### config.mk
export PLATFORM = sky130hd
export DESIGN_NAME = pft3_rank
export DESIGN_NICKNAME = d
export VERILOG_FILES = /design/src/rtl/pft3_pkg.sv /design/src/rtl/pft3_rank.sv
export SDC_FILE = /design/constraint.sdc
export NUM_CORES = 1
export LEC_CHECK = 0
export ABC_AREA = 0
export ABC_CLOCK_PERIOD_IN_PS = 12000
export BUFFER_PORTS_ARGS = -buffer_cell sky130_fd_sc_hd__buf_2
export CORE_ASPECT_RATIO = 0.8
export CORE_UTILIZATION = 53
export CTS_CLUSTER_DIAMETER = 150
export DETAILED_ROUTE_END_ITERATION = 8
export PLACE_DENSITY_LB_ADDON = 0.1
export RECOVER_POWER = 100
export SETUP_SLACK_MARGIN = 0.3
export SLEW_MARGIN = 20
export SYNTH_ARGS = -nofsm -noshare
export SYNTH_HDL_FRONTEND = slang
export SYNTH_SLANG_ARGS = --single-unit
### constraint.sdc
create_clock -name clk -period 12 [get_ports clk]
set_input_delay 2.4 -clock clk [delete_from_list [all_inputs] [get_ports clk]]
set_output_delay 2.4 -clock clk [all_outputs]
set_load 0.01 [all_outputs]
### src/rtl/pft3_pkg.sv
`default_nettype none

package pft3_pkg;

  localparam int SAMPLE_W      = 24;
  localparam int HEIGHT_W      = 24;
  localparam int BIN_W         = 11;
  localparam int THR_W         = 23;
  localparam int NUM_RANKS     = 3;
  localparam int BIN_COUNT_DEF = 1024;
  localparam int OUT_TDATA_W   = 112;

  localparam logic [THR_W-1:0] THR_RESET = 23'd77;

  // Last rank of a run; its result closes the run.
  localparam logic [1:0] RANK_LAST = 2'd2;

  // One ranked peak; key is the smaller side height.
  typedef struct packed {
    logic [BIN_W-1:0]    bin;
    logic [BIN_W-1:0]    lturn;
    logic [BIN_W-1:0]    rturn;
    logic [HEIGHT_W-1:0] lh;
    logic [HEIGHT_W-1:0] rh;
    logic [HEIGHT_W-1:0] key;
  } peak_t;

  typedef struct packed {
    logic clear;
    logic insert;
  } rank_ctl_t;

  typedef enum logic [3:0] {
    S_LOAD,
    S_FETCH,
    S_CHECK,
    S_LSTART,
    S_LWALK,
    S_RSTART,
    S_RWALK,
    S_EVAL,
    S_KEY,
    S_INSERT,
    S_NEXT,
    S_EMIT
  } state_t;

endpackage

`default_nettype wire

### src/rtl/pft3_rank.sv
`default_nettype none

module pft3_rank (
  input  wire logic                 clk,
  input  wire logic                 rst,
  input  wire pft3_pkg::rank_ctl_t  ctl,
  input  wire pft3_pkg::peak_t      cand,
  input  wire logic [1:0]           rd_idx,
  output pft3_pkg::peak_t           rd_entry,
  output logic [1:0]                held
);

  pft3_pkg::peak_t ent [0:pft3_pkg::NUM_RANKS-1];
  logic [1:0] pos;
  logic       go;
  logic       do_ins;

  // Walk up from the tail while the candidate beats the entry above it.
  always_comb begin
    pos = held;
    go  = 1'b1;
    for (int k = pft3_pkg::NUM_RANKS - 1; k >= 0; k--) begin
      if (go && (2'(k) < held)) begin
        if (cand.key > ent[k].key) begin
          pos = 2'(k);
        end else begin
          go = 1'b0;
        end
      end
    end
  end

  assign do_ins = ctl.insert && (pos != 2'(pft3_pkg::NUM_RANKS));

  always_ff @(posedge clk) begin
    if (rst) begin
      held <= '0;
    end else if (ctl.clear) begin
      held <= '0;
    end else if (do_ins && (held != 2'(pft3_pkg::NUM_RANKS))) begin
      held <= held + 2'd1;
    end
  end

  // Shift weaker entries down one place, then drop the candidate in.
  always_ff @(posedge clk) begin
    if (!ctl.clear && do_ins) begin
      for (int k = 1; k < pft3_pkg::NUM_RANKS; k++) begin
        if ((2'(k) > pos) && (2'(k) <= held)) begin
          ent[k] <= ent[k-1];
        end
      end
      ent[pos] <= cand;
    end
  end

  assign rd_entry = ent[rd_idx];

endmodule

`default_nettype wire

==> out/results.ini <==
[detailed_routing]
drc=0
wirelength_um=41700
dr.first_iter.drc_count=828
num_vias=10900
wire_per_inst_um=21.6
first_pass_iters=5
avgViaCountPerCell=5.64
ant_nets=0

[flow_run]
drv_cap=9

[worst_hold_path]
hold_end=ent[1][87]$_DFFE_PP_
hold_depth=1
worstHoldStart=ent[0][87]$_DFFE_PP_
hp-class=reg -> reg

[clock_network]
cts_buffers=43
ctsHoldBuffers=0
cts_setup_buffers=0
path_clk_slew_ns=0.06
cts_sinks=422
htreeDepth=2
cts_resized=0
clk_latency_ns=0.54
cts_tree=yes
max-clock-path-buffers=3
root_buffer=clkbuf_16

[sta]
finalHoldViolations=0
fin_worst_skew_ns=0.0165
hold_slack_ns=0.554
finalCritPeriodShare=0.727
maxSlewViolCount=430
relSlewSlack=-2.15
setup_viol_count_final=0
grt_setup_unrepaired=no
finalCriticalPeriod_ns=8.73
worst_slew_pin_slew_ns=4.73
fmax_mhz=115
totalNegativeSetupSlack_ns=0

[grt]
grt_max_degree=69
grt_pass1_wl_um=64400
grt_remaining_overflow=0
antenna_found_initial=2
grt_pass1_vias=11000
grt_usage=0.223

[yosys]
avgSynthCellArea_um2=18.2
yosys_register_bits=422
synth-warning-count=0
synth_edf_count=420
async_flop_share=0
yosysTopAreaCell=edfxtp_1
synth.area.top_cells=edfxtp_1 64%, mux4_2 12%, mux2_2 9.8%
synth_most_common_cell=edfxtp_1
yosysTopAreaCellShare=0.639
syn_area_um2=19700
ys_seq_area_frac=0.641
synth_common_cells=420 x edfxtp_1, 171 x mux2_2, 105 x mux4_2
synth.distinct_cells=46
synth_flop_cell=edfxtp_1
syn-instance-count=1083

[power_and_ir_drop]
irDropWorstVdd_uv=114
combPwrFrac=0.085
p_int_mw=2.50
seqPwrFrac=0.535
p_clk_frac=0.380
p_leak_nw=7.88
powerDensity_nw_per_um2=142
p_sw_mw=0.723
p_sw_frac=0.225

[critical_path]
critPathSlowestCell=clkbuf_1
r2r-start=ent[0][22]$_DFFE_PP_
endpoint_kind=output port
required_ns=9.60
cp_data_arrival_time_ns=6.33
r2r_end=ent[1][104]$_DFFE_PP_
r2r_slack_ns=4.99
path_max_fanout=65
worst_path_largest_cell_delay_ns=2.15
cp_num_cells=4
path_delay_family=buffers and inverters
crit_buf_inv=3
cp_common_cell=clkbuf_1
path_cells=buf_4 -> clkbuf_1 -> mux4_2 -> clkbuf_1
path_class=in -> out
worst_r2r_path_depth=12
critical_path.startpoint_type=primary input

[floorplanning]
core_area_um2=36300
die_w_um=218
dieArea_um2=38000
io_pins=218
core.rowCount=62
die-height_um=175
initial_utilization=0.544

[outcome]
violations=max-capacitance violations, max-slew violations
status=finished, violations left

[layout]
drive_gt1_frac=0.241
area_delta_synth_final_pct=14.6
fillCellCount=2755
layout.nets=1602

[placement]
place_congestion=0.815
dp_hpwl_um=26100
io_buffers=217

-- power by group through the flow --
stage          clock, mW  combinational (mW)  sequential, mW
2_1_floorplan          0               0.175            1.74
3_3_place_gp           0               0.282            1.75
3_5_place_dp           0               0.288            1.75
4_1_cts             1.26               0.289            1.72
5_1_grt             1.30               0.300            1.73
6_report            1.22               0.273            1.72
-- layer usage --
layer	wire, um	global-route usage	part of all wire	vias up
met2	19200	0.341	0.46	316
li1	-	-	-	4936
met3	2800	0.0507	0.067	49
met5	11	0	0.00026	-
met4	579	0.0487	0.014	2
met1	19000	0.330	0.46	5564
-- how the worst max path moves through the flow --
stage | startpoint | slack (ns) | end
2_1_floorplan | cand[23] | 2.40 | ent[1][0]$_DFFE_PP_
5_1_grt | cand[11] | 2.89 | ent[1][104]$_DFFE_PP_
4_1_cts | rd_idx[0] | 4.71 | rd_entry[55]
3_3_place_gp | rd_idx[0] | 4.74 | rd_entry[54]
6_report | rd_idx[1] | 3.27 | rd_entry[20]
3_5_place_dp | rd_idx[0] | 4.71 | rd_entry[55]
-- state kept, by name, summed over array words and instances, names as in the netlist --
signal,count
held,2
ent,420
-- placed cells by master, fill, tap and decap left out, types with 28 or more instances in the layout --
cell type | Yosys | layout
mux2_2 | 171 | 170
clkbuf_16 | 0 | 43
conb_1 | 1 | 105
ha_1 | 76 | 76
edfxtp_1 | 420 | 420
nand2_1 | 28 | 28
mux4_2 | 105 | 105
mux2_1 | 39 | 40
a21oi_1 | 29 | 29
inv_1 | 75 | 75
clkbuf_1 | 11 | 230
-- kinds of logic after synthesis --
family	Yosys count	synth area share
flops	422	0.641
simple gates	77	0.0204
compound gates	69	0.0237
fa+ha+maj	76	0.0482
other cells	1	0.000190
buf+inv	121	0.0257
mux	317	0.241
-- through the flow --
step	power, mW	instance area (um^2)	setup WS (ns)	util	std cells
after global routing	3.33	22600	2.89	0.623	1926
after CTS	3.26	23000	4.71	0.632	1926
after detailed placement	2.04	21700	4.71	0.598	1850
final	3.22	22600	3.27	0.623	1927
after global placement	2.03	21700	4.74	0.598	1850
after floorplan	1.92	20100	2.40	-	1187
-- layout make-up --
cell class                      instances  area (um^2)  area share
Multi-Input combinational cell        644         6930       0.307
Tap cell                              480          601      0.0266
Inverter                               75          282      0.0125
Clock inverter                         19          119     0.00526
Antenna cell                            1         2.50    0.000111
Clock buffer                           57         1130      0.0499
Timing Repair Buffer                  229          895      0.0396
Sequential cell                       422        12700       0.560
No activity file was read; power rests on OpenSTA's default activity.
